===== src/ibanm97_pkg.sv =====
// ---------------------------------------------------------------------------
// IBAN mod 97-10 checker package
// Request types, controller command and status types shared by the controller
// and the datapath, and the character folding arithmetic of the datapath.
// ---------------------------------------------------------------------------
`default_nettype none

package ibanm97_pkg;

    localparam int unsigned CHAR_W  = 8;
    localparam int unsigned REM_W   = 7;
    localparam int unsigned COUNT_W = 6;

    localparam logic [REM_W-1:0]  REM_OK       = 7'd1;
    localparam logic [REM_W-1:0]  CHECK_BASE   = 7'd98;
    localparam logic [9:0]        MOD_DIVISOR  = 10'd97;
    localparam logic [21:0]       MOD_RECIP    = 22'd2703;
    localparam logic [CHAR_W-1:0] CHAR_ZERO    = 8'h30;
    localparam logic [CHAR_W-1:0] CHAR_NINE    = 8'h39;
    localparam logic [CHAR_W-1:0] CHAR_UPPER_A = 8'h41;
    localparam logic [CHAR_W-1:0] CHAR_UPPER_Z = 8'h5A;
    localparam logic [CHAR_W-1:0] LETTER_BIAS  = 8'd55;

    typedef struct packed {
        logic [CHAR_W-1:0] char_code;
        logic              last;
    } t_in_req;

    typedef struct packed {
        logic [REM_W-1:0] remainder;
        logic [REM_W-1:0] check_digits;
        logic             check_ok;
        logic             bad_char;
        logic             too_short;
    } t_out_req;

    typedef struct packed {
        logic take;
        logic step;
        logic finish;
    } t_cmd;

    typedef struct packed {
        logic out_free;
    } t_sts;

    function automatic logic is_digit(input logic [CHAR_W-1:0] c);
        return (c >= CHAR_ZERO) && (c <= CHAR_NINE);
    endfunction

    function automatic logic is_upper(input logic [CHAR_W-1:0] c);
        return (c >= CHAR_UPPER_A) && (c <= CHAR_UPPER_Z);
    endfunction

    // Remainder of a value below 1024 by 97, by reciprocal multiplication.
    function automatic logic [REM_W-1:0] mod97(input logic [9:0] x);
        logic [21:0] p;
        logic [3:0]  q;
        logic [9:0]  r;
        p = 22'(x) * MOD_RECIP;
        q = p[21:18];
        r = x - 10'(q) * MOD_DIVISOR;
        return r[REM_W-1:0];
    endfunction

    // A letter counts as two digits; 100 is congruent to 3 modulo 97.
    function automatic logic [REM_W-1:0] fold_char(input logic [REM_W-1:0]  rem,
                                                   input logic [CHAR_W-1:0] c);
        logic [9:0] x;
        x = 10'd0;
        if (is_digit(c)) begin
            x = 10'(rem) * 10'd10 + 10'(c[3:0]);
        end else if (is_upper(c)) begin
            x = 10'(rem) * 10'd3 + 10'(c - LETTER_BIAS);
        end else begin
            x = 10'(rem);
        end
        return mod97(x);
    endfunction

endpackage

`default_nettype wire


===== src/ibanm97_ctrl.sv =====
// ---------------------------------------------------------------------------
// IBAN mod 97-10 checker controller
// Sequences character intake, the replay of the held prefix and the hand-off
// of the result to the output register.
// ---------------------------------------------------------------------------
`default_nettype none

module ibanm97_ctrl #(
    parameter int unsigned IDX_W  = 2,
    parameter int unsigned HELD_W = 3
) (
    input  wire logic               i_clk,
    input  wire logic               i_rst_n,
    input  wire logic               i_in_valid,
    input  wire logic               i_in_last,
    output logic                    o_in_stall,
    input  wire ibanm97_pkg::t_sts  i_sts,
    input  wire logic [HELD_W-1:0]  i_held,
    output ibanm97_pkg::t_cmd       o_cmd,
    output logic [IDX_W-1:0]        o_idx
);
    import ibanm97_pkg::*;

    typedef enum logic [1:0] {
        S_ACCEPT,
        S_REPLAY,
        S_FINISH
    } t_state;

    t_state           r_state, n_state;
    logic [IDX_W-1:0] r_idx, n_idx;

    always_comb begin
        n_state    = r_state;
        n_idx      = r_idx;
        o_cmd      = '0;
        o_in_stall = 1'b1;
        unique case (r_state)
            S_ACCEPT: begin
                o_in_stall = 1'b0;
                o_cmd.take = i_in_valid;
                if (i_in_valid && i_in_last) begin
                    n_state = S_REPLAY;
                    n_idx   = '0;
                end
            end
            S_REPLAY: begin
                o_cmd.step = 1'b1;
                if ((HELD_W'(r_idx) + HELD_W'(1)) == i_held) begin
                    n_state = S_FINISH;
                end else begin
                    n_idx = r_idx + IDX_W'(1);
                end
            end
            S_FINISH: begin
                if (i_sts.out_free) begin
                    o_cmd.finish = 1'b1;
                    n_state      = S_ACCEPT;
                end
            end
            default: begin
                n_state = S_ACCEPT;
            end
        endcase
    end

    always_ff @(posedge i_clk) begin
        if (!i_rst_n) begin
            r_state <= S_ACCEPT;
            r_idx   <= '0;
        end else begin
            r_state <= n_state;
            r_idx   <= n_idx;
        end
    end

    assign o_idx = r_idx;

endmodule

`default_nettype wire


===== src/ibanm97_dp.sv =====
// ---------------------------------------------------------------------------
// IBAN mod 97-10 checker datapath
// Holds the prefix characters, the running remainder, the character count,
// the bad character flag and the output register.
// ---------------------------------------------------------------------------
`default_nettype none

module ibanm97_dp #(
    parameter int unsigned PREFIX_LEN = 4,
    parameter int unsigned MAX_CHARS  = 34,
    parameter int unsigned IDX_W      = 2,
    parameter int unsigned HELD_W     = 3
) (
    input  wire logic                  i_clk,
    input  wire logic                  i_rst_n,
    input  wire ibanm97_pkg::t_in_req  i_in_data,
    input  wire ibanm97_pkg::t_cmd     i_cmd,
    input  wire logic [IDX_W-1:0]      i_idx,
    output ibanm97_pkg::t_sts          o_sts,
    output logic [HELD_W-1:0]          o_held,
    output logic                       o_out_valid,
    input  wire logic                  i_out_stall,
    output ibanm97_pkg::t_out_req      o_out_data
);
    import ibanm97_pkg::*;

    localparam logic [COUNT_W-1:0] COUNT_LIMIT  = COUNT_W'(MAX_CHARS);
    localparam logic [COUNT_W-1:0] PREFIX_COUNT = COUNT_W'(PREFIX_LEN);
    localparam logic [COUNT_W-1:0] SHORT_LIMIT  = COUNT_W'(PREFIX_LEN + 1);

    logic [CHAR_W-1:0]  r_prefix [PREFIX_LEN];
    logic [REM_W-1:0]   r_rem;
    logic [COUNT_W-1:0] r_count;
    logic               r_bad;
    logic               r_out_valid;
    t_out_req           r_out;
    logic               w_out_free;
    logic [REM_W-1:0]   w_rem_fold;

    assign w_out_free   = !r_out_valid || !i_out_stall;
    assign o_sts        = '{out_free: w_out_free};
    assign o_held       = (r_count < PREFIX_COUNT) ? HELD_W'(r_count) : HELD_W'(PREFIX_LEN);
    assign w_rem_fold   = fold_char(r_rem, i_in_data.char_code);
    assign o_out_valid  = r_out_valid;
    assign o_out_data   = r_out;

    always_ff @(posedge i_clk) begin
        if (i_cmd.take && (r_count < COUNT_LIMIT) && (r_count < PREFIX_COUNT)) begin
            r_prefix[r_count[IDX_W-1:0]] <= i_in_data.char_code;
        end
    end

    always_ff @(posedge i_clk) begin
        if (!i_rst_n) begin
            r_rem   <= '0;
            r_count <= '0;
            r_bad   <= 1'b0;
        end else if (i_cmd.finish) begin
            r_rem   <= '0;
            r_count <= '0;
            r_bad   <= 1'b0;
        end else if (i_cmd.step) begin
            r_rem <= fold_char(r_rem, r_prefix[i_idx]);
        end else if (i_cmd.take && (r_count < COUNT_LIMIT)) begin
            if (!is_digit(i_in_data.char_code) && !is_upper(i_in_data.char_code)) begin
                r_bad <= 1'b1;
            end
            if (r_count >= PREFIX_COUNT) begin
                r_rem <= w_rem_fold;
            end
            r_count <= r_count + COUNT_W'(1);
        end
    end

    always_ff @(posedge i_clk) begin
        if (!i_rst_n) begin
            r_out_valid <= 1'b0;
        end else if (i_cmd.finish) begin
            r_out_valid <= 1'b1;
        end else if (!i_out_stall) begin
            r_out_valid <= 1'b0;
        end
    end

    always_ff @(posedge i_clk) begin
        if (i_cmd.finish) begin
            r_out.remainder    <= r_rem;
            r_out.check_digits <= CHECK_BASE - r_rem;
            r_out.check_ok     <= (r_rem == REM_OK);
            r_out.bad_char     <= r_bad;
            r_out.too_short    <= (r_count < SHORT_LIMIT);
        end
    end

endmodule

`default_nettype wire


===== src/iban_mod97_checker_top.sv =====
// ---------------------------------------------------------------------------
// IBAN mod 97-10 checker
// Folds an identifier, one character per request, into a remainder modulo 97
// with the first characters moved to the end, and reports the check result.
//
//   Channel  Direction  Handshake                  Request
//   input    in         i_in_valid / o_in_stall    t_in_req (char_code, last)
//   output   out        o_out_valid / i_out_stall  t_out_req (remainder, flags)
//
// A character is taken every cycle while the input is not stalled. After a
// last character, each held prefix character (PREFIX_LEN for a full identifier)
// is replayed through the fold function, and then the result moves into the
// output register, which waits there while the next identifier streams in.
// Reset is synchronous and active low. The input stalls during replay and through
// the hand-off, which waits while the output register holds an unclaimed result.
// ---------------------------------------------------------------------------
`default_nettype none

module iban_mod97_checker_top #(
    parameter int unsigned PREFIX_LEN = 4,
    parameter int unsigned MAX_CHARS  = 34
) (
    input  wire logic                  i_clk,
    input  wire logic                  i_rst_n,
    input  wire logic                  i_in_valid,
    output logic                       o_in_stall,
    input  wire ibanm97_pkg::t_in_req  i_in_data,
    output logic                       o_out_valid,
    input  wire logic                  i_out_stall,
    output ibanm97_pkg::t_out_req      o_out_data
);
    import ibanm97_pkg::*;

    localparam int unsigned IDX_W  = (PREFIX_LEN > 1) ? $clog2(PREFIX_LEN) : 1;
    localparam int unsigned HELD_W = $clog2(PREFIX_LEN + 1);

    t_cmd              w_cmd;
    t_sts              w_sts;
    logic [IDX_W-1:0]  w_idx;
    logic [HELD_W-1:0] w_held;

    ibanm97_ctrl #(
        .IDX_W  (IDX_W),
        .HELD_W (HELD_W)
    ) u_ctrl (
        .i_clk      (i_clk),
        .i_rst_n    (i_rst_n),
        .i_in_valid (i_in_valid),
        .i_in_last  (i_in_data.last),
        .o_in_stall (o_in_stall),
        .i_sts      (w_sts),
        .i_held     (w_held),
        .o_cmd      (w_cmd),
        .o_idx      (w_idx)
    );

    ibanm97_dp #(
        .PREFIX_LEN (PREFIX_LEN),
        .MAX_CHARS  (MAX_CHARS),
        .IDX_W      (IDX_W),
        .HELD_W     (HELD_W)
    ) u_dp (
        .i_clk       (i_clk),
        .i_rst_n     (i_rst_n),
        .i_in_data   (i_in_data),
        .i_cmd       (w_cmd),
        .i_idx       (w_idx),
        .o_sts       (w_sts),
        .o_held      (w_held),
        .o_out_valid (o_out_valid),
        .i_out_stall (i_out_stall),
        .o_out_data  (o_out_data)
    );

endmodule

`default_nettype wire

===== config.mk =====
export PLATFORM = sky130hd
export DESIGN_NAME = iban_mod97_checker_top
export DESIGN_NICKNAME = d
export VERILOG_FILES = /design/src/ibanm97_pkg.sv /design/src/ibanm97_ctrl.sv /design/src/ibanm97_dp.sv /design/src/iban_mod97_checker_top.sv
export SDC_FILE = /design/constraint.sdc
export NUM_CORES = 1
export LEC_CHECK = 0
export BUFFER_PORTS_ARGS = -buffer_cell sky130_fd_sc_hd__buf_2
export CAP_MARGIN = 40
export CORE_MARGIN = 4
export CORE_UTILIZATION = 45
export DETAILED_ROUTE_END_ITERATION = 8
export SETUP_SLACK_MARGIN = 0.3
export SLEW_MARGIN = 30
export SYNTH_ARGS = -nofsm -noshare
export SYNTH_HDL_FRONTEND = slang
export SYNTH_SLANG_ARGS = --single-unit
export TNS_END_PERCENT = 5

===== constraint.sdc =====
create_clock -name i_clk -period 25.1 [get_ports i_clk]
set_clock_uncertainty 0.15 [all_clocks]
set_input_delay 1.255 -clock i_clk [delete_from_list [all_inputs] [get_ports i_clk]]
set_output_delay 1.255 -clock i_clk [all_outputs]
set_load 0.02 [all_outputs]

==> flow_summary.json, run 1 <==
{
  "cts_resized": 0,
  "grtUsageTotal_pct": 17.9,
  "fin_nets": 1300,
  "synth_cell_types": 67,
  "netlist_area_um2": 9710,
  "worst_pin_slew_ns": 0.828,
  "dp_hpwl_mm": 17.1,
  "dr.pass1.iters": 4,
  "finalCritPeriodShare_pct": 43.6,
  "wl_per_cell_um": 16.0,
  "critPathTopFamily": "adder cells",
  "finalPower_uw": 865,
  "synth_compound_area_share_pct": 12.7,
  "power.density_nw_per_um2": 82.4,
  "postSynthAreaPerCell_um2": 10.0,
  "fp-row-count": 53,
  "drive_above_1_share_pct": 7.44,
  "drtIter0Drc": 282,
  "initial_core_util_pct": 45.9,
  "regArea_um2": 1860,
  "worstPathRequired_ns": 25.18,
  "async_flop_share_pct": 0,
  "end_kind": "register",
  "die_w_um": 155,
  "final_cells": 1283,
  "arrival_ns": 11.03,
  "grt.busiest_layer": "met2",
  "die_h_um": 155,
  "grt_first_pass_wirelength_mm": 34.5,
  "overflow": 0,
  "synth_cells": 971,
  "antenna_left": 0,
  "via_count": 6686,
  "num_io_pins": 32,
  "post-synth-top-area-cell": "ha_1",
  "synth.top_cell.area_share_pct": 28.1,
  "synth_top_family_by_area": "adder cells",
  "clock_sinks": 69,
  "slew_headroom_pct": 44.8,
  "synth-xor-area-share_pct": 7.42,
  "met2_usage_pct": 29.7,
  "drcViolationCount": 0,
  "cp-start-kind": "register",
  "synth-seq-cells": 69,
  "diodes": 0,
  "cts_made_buffers": 9,
  "root_buffer": "clkbuf_16",
  "wl_mm": 20.5,
  "cp_num_buf_inv": 3,
  "synth_top_flop_cell": "edfxtp_1",
  "yosysWarnings": 0,
  "tns_ns": 0,
  "leakage_uw": 0.00539,
  "grt_max_degree": 17,
  "fmax_mhz": 91.4,
  "cap_violations": 0,
  "grt_pass1_vias": 6890,
  "rsz0062_at_grt": "no",
  "hold_path.class": "reg2reg",
  "cts.clk_slew.worst_paths_ns": 0.06,
  "synth-simple-area-share_pct": 9.16,
  "die-area_um2": 24000,
  "multi_input_area_um2": 7140,
  "area_growth_pct": 8.07,
  "critPathSlowestCell": "dfxtp_1",
  "cts_max_level": 3,
  "dp_cells": 1267,
  "n_fill_cell": 1985,
  "synth_fa_ha_area_share_pct": 41.7,
  "place.gp.congestion": 0.844,
  "hold_viol": 0,
  "cts_setup_buffers": 0,
  "ir_drop_mv": 0.0353,
  "cts_tree": "done",
  "muxShareOfSynthArea_pct": 2.53,
  "via_per_inst": 5.21,
  "path_max_fanout": 13,
  "portBuffers": 31,
  "worstSetupPathType": "reg2reg",
  "cts_hold_buf": 0,
  "cts_buffer_depth": 2,
  "antenna_found_initial": 0,
  "setup_viol": 0,
  "cpMostUsedCell": "fa_1",
  "status": "finished clean",
  "synth_edf_count": 48,
  "slowest_delay_ns": 0.78,
  "clock_latency_ns": 0.34,
  "min_period_ns": 10.95,
  "use_met1_pct": 25.1,
  "syn_nets": 1268,
  "met3_usage_pct": 2.17,
  "yosys-top-cells-area": "ha_1 28%, edfxtp_1 15%, fa_1 14%, inv_1 6.6%, xnor2_1 4.4%",
  "slew_viol_final": 0,
  "core_um2": 21200,
  "yosysSeqAreaShare_pct": 19.2
}
==> registers in the layout (all words and copies together) (netlist names), named ones only <==
register          cells
u_dp.r_rem            7
u_dp.o_out_data      16
u_dp.r_prefix        32
u_ctrl.r_state        2
u_dp.o_out_valid      1
u_dp.r_bad            1
u_ctrl.o_idx          2
u_dp.r_count          6
==> per-layer routing <==
| metal | vias to the layer above | part of all wire, % |
|---|---|---|
| met5 | - | 0 |
| met4 | 0 | 1.3 |
| met3 | 20 | 2.8 |
| met2 | 82 | 47 |
| met1 | 3171 | 49 |
| li1 | 3413 | - |
==> synthesized netlist by cell type (10+ instances only) <==
library cell and number:
a21o_1 27, a21oi_1 49, dfxtp_1 21, edfxtp_1 48, fa_1 66, ha_1 218
inv_1 172, nand2_1 34, nand2b_1 14, nand3_1 12, nor2_1 54, nor2b_1 10
nor3_1 11, o21ai_0 16, xnor2_1 49, xor2_1 25
==> report_power, final <==
part           internal [µW]  switching (µW)  total [µW]  leakage [µW]
clock network           89.5            50.0         140      0.000157
registers                130            10.6         140      0.000610
logic                    249             336         585       0.00463
total                    468             397         865       0.00539
==> cell type report <==
cell class / instances / share of cell area (%)
inverters: 172 / 6.15
well taps: 275 / 3.28
multi-input cells: 717 / 68.0
clock buffers: 10 / 2.28
clock inverters: 6 / 0.811
flip-flops and latches: 69 / 17.7
repair buffers: 34 / 1.69
==> path summary, 6_finish.rpt <==
path                      start            endpoint  slack (ns)  depth (start not counted)
hold / removal       u_dp.r_bad  u_dp.o_out_data[1]        0.29                          0
setup / recovery  u_dp.r_rem[1]       u_dp.r_rem[6]       14.15                         37
hold reg to reg      u_dp.r_bad  u_dp.o_out_data[1]        0.29                          0
setup reg to reg  u_dp.r_rem[1]       u_dp.r_rem[6]       14.15                         37
==> layout by cell type (no fill, tap or decap), types with 4 or more instances in the layout <==
master     synthesis  final
ha_1             218    218
inv_1            172    172
fa_1              66     66
nor2_1            54     54
a21oi_1           49     49
xnor2_1           49     49
edfxtp_1          48     48
nand2_1           34     34
buf_2              1     31
a21o_1            27     27
xor2_1            25     25
dfxtp_1           21     21
o21ai_0           16     16
nand2b_1          14     14
nand3_1           12     12
nor3_1            11     11
nor2b_1           10     10
clkbuf_16          0      9
and3_1             8      8
o21bai_1           8      8
or2_2              7      7
o21a_1             7      7
and2_1             6      6
a211oi_1           6      6
o211ai_1           5      5
mux2i_1            5      5
mux4_1             4      4
mux4_2             4      4
a221o_1            4      4
nand4_1            4      4
a31oi_1            4      4
o221ai_1           4      4
==> metrics by stage <==
step,hold slack [ns],instance area (µm²),util [%],setup WS (ns)
2_1_floorplan,0.259,9710,-,15.23
3_3_place_gp,0.268,10200,48.0,14.13
3_5_place_dp,0.272,10200,48.0,14.12
4_1_cts,0.287,10500,49.6,14.13
5_1_grt,0.310,10500,49.6,13.29
6_report,0.291,10500,49.6,14.15
==> logic make-up (layout without fill, tap and decap cells) <==
family | after synthesis | count (layout)
muxes | 13 | 13
buffers and inverters | 185 | 222
xor gates and xnor gates | 77 | 77
DFF | 69 | 69
AOI/OAI and AO/OA | 166 | 166
and+or+nand+nor | 177 | 177
adders and majority gates | 284 | 284
(Power assumes the default switching activity.)
==> inputs of run 2 (changes only) <==
==> constraint.sdc (replaced) <==
create_clock -name i_clk -period 11.45 [get_ports i_clk]
set_clock_uncertainty 0.15 [all_clocks]
set_input_delay 0.5725 -clock i_clk [delete_from_list [all_inputs] [get_ports i_clk]]
set_output_delay 0.5725 -clock i_clk [all_outputs]
set_load 0.02 [all_outputs]
==> flow_summary.json, run 2 (synthesis gave the netlist of run 1 again) <==
{
  "whs_ns": 0.309,
  "via_per_inst": 5.21,
  "slowest_delay_ns": 0.52,
  "clock_sinks": 69,
  "cts_made_buffers": 9,
  "met2_usage_pct": 29.4,
  "r2r_setup_slack_ns": 1.00,
  "critPathSlowestCell": "fa_1",
  "grt_first_pass_wirelength_mm": 34.4,
  "place.gp.congestion": 0.816,
  "cts_resized": 0,
  "hold_viol": 0,
  "drive_above_1_share_pct": 8.76,
  "hp-start": "u_dp.r_bad",
  "dp_hpwl_mm": 17.0,
  "leakage_uw": 0.00544,
  "cts_tree": "done",
  "met3_usage_pct": 2.73,
  "wl_per_cell_um": 15.8,
  "hold_path.class": "reg2reg",
  "arrival_ns": 10.52,
  "wl_mm": 20.5,
  "antenna_found_initial": 0,
  "via_count": 6725,
  "cpMostUsedCell": "fa_1",
  "tns_ns": 0,
  "overflow": 0,
  "slew_headroom_pct": 46.8,
  "final_common_cell": "ha_1",
  "min_period_ns": 10.45,
  "path_max_fanout": 6,
  "worstPathRequired_ns": 11.52,
  "cts_hold_buf": 0,
  "multi_input_area_um2": 7150,
  "die_w_um": 155,
  "cp-start-kind": "register",
  "ir_drop_mv": 0.0761,
  "grt_pass1_vias": 6875,
  "cap_violations": 0,
  "grt_max_degree": 17,
  "use_met1_pct": 24.8,
  "cts_buffer_depth": 2,
  "r2r-end": "u_dp.r_rem[6]",
  "worst_pin_slew_ns": 0.797,
  "setup_viol": 0,
  "die-area_um2": 24000,
  "fin_nets": 1308,
  "area_growth_pct": 8.86,
  "final_cell_mix": "218 x ha_1, 172 x inv_1, 66 x fa_1",
  "r2r_start": "u_dp.r_rem[1]",
  "fmax_mhz": 95.7,
  "clock_latency_ns": 0.35,
  "finalCritPeriodShare_pct": 91.2,
  "grt.busiest_layer": "met2",
  "dp_cells": 1275,
  "end_kind": "register",
  "rsz0062_at_grt": "no",
  "min_path_cells": 0,
  "fp-row-count": 53,
  "grtUsageTotal_pct": 17.8,
  "dr.pass1.iters": 5,
  "die_h_um": 155,
  "largest_reg_flops": 32,
  "core_um2": 21200,
  "drcViolationCount": 0,
  "worstSetupPathType": "reg2reg",
  "worstRegToRegCells": 37,
  "final_cells": 1291,
  "antenna_left": 0,
  "slew_viol_final": 0,
  "cts_max_level": 3,
  "power.density_nw_per_um2": 179,
  "n_fill_cell": 1968,
  "post-route-util_pct": 50.0,
  "cts_setup_buffers": 0,
  "min_to": "u_dp.o_out_data[1]",
  "initial_core_util_pct": 45.9,
  "regArea_um2": 1860,
  "portBuffers": 31,
  "drtIter0Drc": 303,
  "cts.clk_slew.worst_paths_ns": 0.06,
  "status": "finished clean",
  "num_io_pins": 32,
  "diodes": 0,
  "root_buffer": "clkbuf_16"
}
run 2: cell count changes in the layout (fill, tap and decap cells not counted), sizes merged:
cell,change
buf,+8
clkinv,-2
clkbuf,-1
inv,+3
run 2: worst max-delay path, delay by kind of cell, from the launching register on:
| kind | cells | cell delay [ns] |
|---|---|---|
| adder cells (fa/ha/maj) | 11 | 4.47 |
| AO/OA/AOI/OAI | 15 | 3.38 |
| XOR/XNOR | 5 | 1.15 |
| flip-flops | 1 | 0.49 |
| AND/OR/NAND/NOR | 3 | 0.38 |
| buffers and inverters | 3 | 0.30 |
run 2: stage by stage:
stage	area [µm²]	power, µW	setup WS, ns
3_3_place_gp	10200	1580	0.774
3_5_place_dp	10200	1590	0.803
6_report	10600	1890	1.00
5_1_grt	10600	2150	0.305
4_1_cts	10500	1920	0.707
2_1_floorplan	9710	1290	1.77
run 2: worst max path at each step:
stage,from,end,slack [ns],depth (start not counted)
after floorplan,u_dp.r_rem[1],u_dp.r_rem[6],1.77,37
after global placement,u_dp.r_rem[3],u_dp.r_rem[6],0.77,36
after detailed placement,u_dp.r_rem[3],u_dp.r_rem[6],0.80,36
after CTS,u_dp.r_rem[3],u_dp.r_rem[6],0.71,36
after global routing,register,u_dp.r_rem[6],0.31,39
final,u_dp.r_rem[1],u_dp.r_rem[6],1.00,37
run 2: cell type report:
type	instances	share of cell area (%)
well taps	275	3.25
multi-input cells	717	67.7
clock buffers	9	2.13
clock inverters	7	0.971
flip-flops and latches	69	17.6
inverters	172	6.11
repair buffers	42	2.23
run 2: where the power goes:
| part | internal, µW | switching (µW) | total, µW |
|---|---|---|---|
| combinational | 544 | 738 | 1280 |
| sequential | 285 | 14.2 | 299 |
| clock | 194 | 117 | 311 |
run 2: metal layers:
metal / part of all wire [%] / vias up
met3: 3.3 / 14
li1: - / 3428
met1: 49 / 3196
met5: 0 / -
met2: 47 / 87
met4: 1.0 / 0
==> inputs of run 3 (changes only) <==
==> constraint.sdc (replaced) <==
create_clock -name i_clk -period 9 [get_ports i_clk]
set_clock_uncertainty 0.15 [all_clocks]
set_input_delay 0.45 -clock i_clk [delete_from_list [all_inputs] [get_ports i_clk]]
set_output_delay 0.45 -clock i_clk [all_outputs]
set_load 0.02 [all_outputs]
==> flow_summary.json, run 3 (synthesis gave the netlist of run 1 again) <==
{
  "slowest_delay_ns": 0.53,
  "antenna_found_initial": 0,
  "post-place-ws_ns": -0.284,
  "cpMostUsedCell": "fa_1",
  "path_max_fanout": 6,
  "die_h_um": 155,
  "cts_buffer_depth": 2,
  "grt_pass1_vias": 7517,
  "setup_ws_ns": -0.102,
  "diodes": 0,
  "hold_viol": 0,
  "cap_violations": 0,
  "whs_ns": 0.247,
  "wl_met1_mm": 11.1,
  "drcViolationCount": 0,
  "antenna_left": 0,
  "n_fill_cell": 1880,
  "r2r_setup_slack_ns": -0.10,
  "clock_latency_ns": 0.35,
  "drtIter0Drc": 260,
  "root_buffer": "clkbuf_16",
  "via_count": 7250,
  "p_clk_share_pct": 13.0,
  "clock_sinks": 69,
  "met3_length_um": 415,
  "p_int_uw": 1490,
  "worstPathRequired_ns": 9.08,
  "slew_headroom_pct": 47.5,
  "cts_made_buffers": 9,
  "place.gp.congestion": 0.850,
  "cp-start-kind": "register",
  "final_common_cell": "ha_1",
  "initial_core_util_pct": 45.9,
  "grtUsageTotal_pct": 19.7,
  "arrival_ns": 9.19,
  "switching_share_pct": 45.5,
  "cts_hold_buf": 0,
  "setup_viol": 1,
  "drive_above_1_share_pct": 26.0,
  "leakage_uw": 0.00614,
  "fin_nets": 1448,
  "grt_max_degree": 17,
  "cts.clk_slew.worst_paths_ns": 0.06,
  "hold_path.class": "in2reg",
  "num_io_pins": 32,
  "power.density_nw_per_um2": 229,
  "worstSetupPathType": "reg2reg",
  "end_kind": "register",
  "p_switching_uw": 1240,
  "grt_first_pass_wirelength_mm": 38.0,
  "wl_met2_mm": 10.7,
  "dp_hpwl_mm": 18.9,
  "post-route-util_pct": 56.4,
  "worst_pin_slew_ns": 0.786,
  "cts_tree": "done",
  "core_um2": 21200,
  "overflow": 0,
  "status": "finished, violations left",
  "maxUsedRoutingLayer": "met4",
  "fp-row-count": 53,
  "violations": "negative setup slack",
  "critPathSlowestCell": "fa_1",
  "seq_power_share_pct": 13.9,
  "via_per_inst": 5.07,
  "slew_viol_final": 0,
  "largest_reg_flops": 32,
  "area_growth_pct": 22.8,
  "cts_max_level": 3,
  "final_cell_mix": "208 x ha_1, 163 x inv_1, 149 x buf_4",
  "fmax_mhz": 110,
  "combPwrFrac_pct": 73.1,
  "rsz0062_at_grt": "yes",
  "dr.pass1.iters": 4,
  "portBuffers": 31,
  "ir_drop_mv": 0.141,
  "wl_mm": 22.6,
  "die_w_um": 155,
  "min_period_ns": 9.10,
  "die-area_um2": 24000,
  "wl_per_cell_um": 15.8,
  "finalCritPeriodShare_pct": 101
}
## run 3: cell types whose count changed in the layout (fill, tap and decap cells not counted), moves of 4 or more
cell / previous run / this run
buf_4: 10 / 149
a21oi_1: 49 / 31
a21oi_2: 0 / 18
ha_1: 218 / 208
inv_1: 172 / 163
ha_4: 0 / 8
inv_2: 0 / 8
fa_1: 66 / 61
fa_2: 0 / 5
o21ai_0: 16 / 11
nor2_1: 54 / 50
nor2_2: 0 / 4
## run 3: power groups by stage
stage / Combinational (µW) / Sequential, µW / Clock (µW)
4_1_cts: 1940 / 378 / 363
6_report: 2000 / 379 / 356
3_5_place_dp: 1900 / 385 / 0
5_1_grt: 2330 / 382 / 374
2_1_floorplan: 1280 / 388 / 0
3_3_place_gp: 1880 / 385 / 0
## run 3: path summary, 6_finish.rpt
path / startpoint / to / depth (start not counted)
max: u_dp.r_rem[1] / u_dp.r_rem[6] / 39
max reg2reg: u_dp.r_rem[1] / u_dp.r_rem[6] / 39
min reg2reg: u_dp.r_bad / u_dp.o_out_data[1] / 0
min: i_rst_n / u_ctrl.r_state[1] / 2
## run 3: critical path: cells and delay by family, from the launching register on
family,cells,cell delay (ns)
flops,1,0.39
simple gates,9,0.78
fa+ha+maj,12,4.55
xor+xnor,5,0.88
compound gates,10,2.01
buf+inv,3,0.21
## run 3: per-layer routing
layer  vias to the layer above  GRT usage, %
li1                       3710             -
met1                      3431          27.6
met2                        80          33.2
met3                        29          2.00
met4                         0          4.50
met5                         -             0
## run 3: final cells by class
class	count	area (µm²)	area share, %
clock buffer	9	225	1.89
multi-input combinational	717	7490	62.8
clock inverter	7	57.6	0.483
sequential	69	1870	15.7
tap	275	344	2.88
timing repair buffer	182	1290	10.8
inverter	172	648	5.43
## run 3: metrics by stage
stage | std cells | TNS [ns] | total power [µW] | instance area [µm²]
final | 1431 | -0.102 | 2730 | 11900
after global placement | 1404 | -0.155 | 2260 | 11300
after CTS | 1425 | -0.154 | 2680 | 11700
after floorplan | 971 | 0 | 1670 | 9830
after global routing | 1431 | -1.69 | 3080 | 11900
after detailed placement | 1404 | -0.353 | 2290 | 11300
## run 3: what timing repair did
| action | 4_1_cts | 5_1_grt |
|---|---|---|
| gates resized for setup | 16 | 38 |
| setup endpoints to repair | 6 | 6 |
| buffers inserted | 5 | 4 |
| hold endpoints to repair | 0 | 0 |
| pin swaps | 22 | 39 |
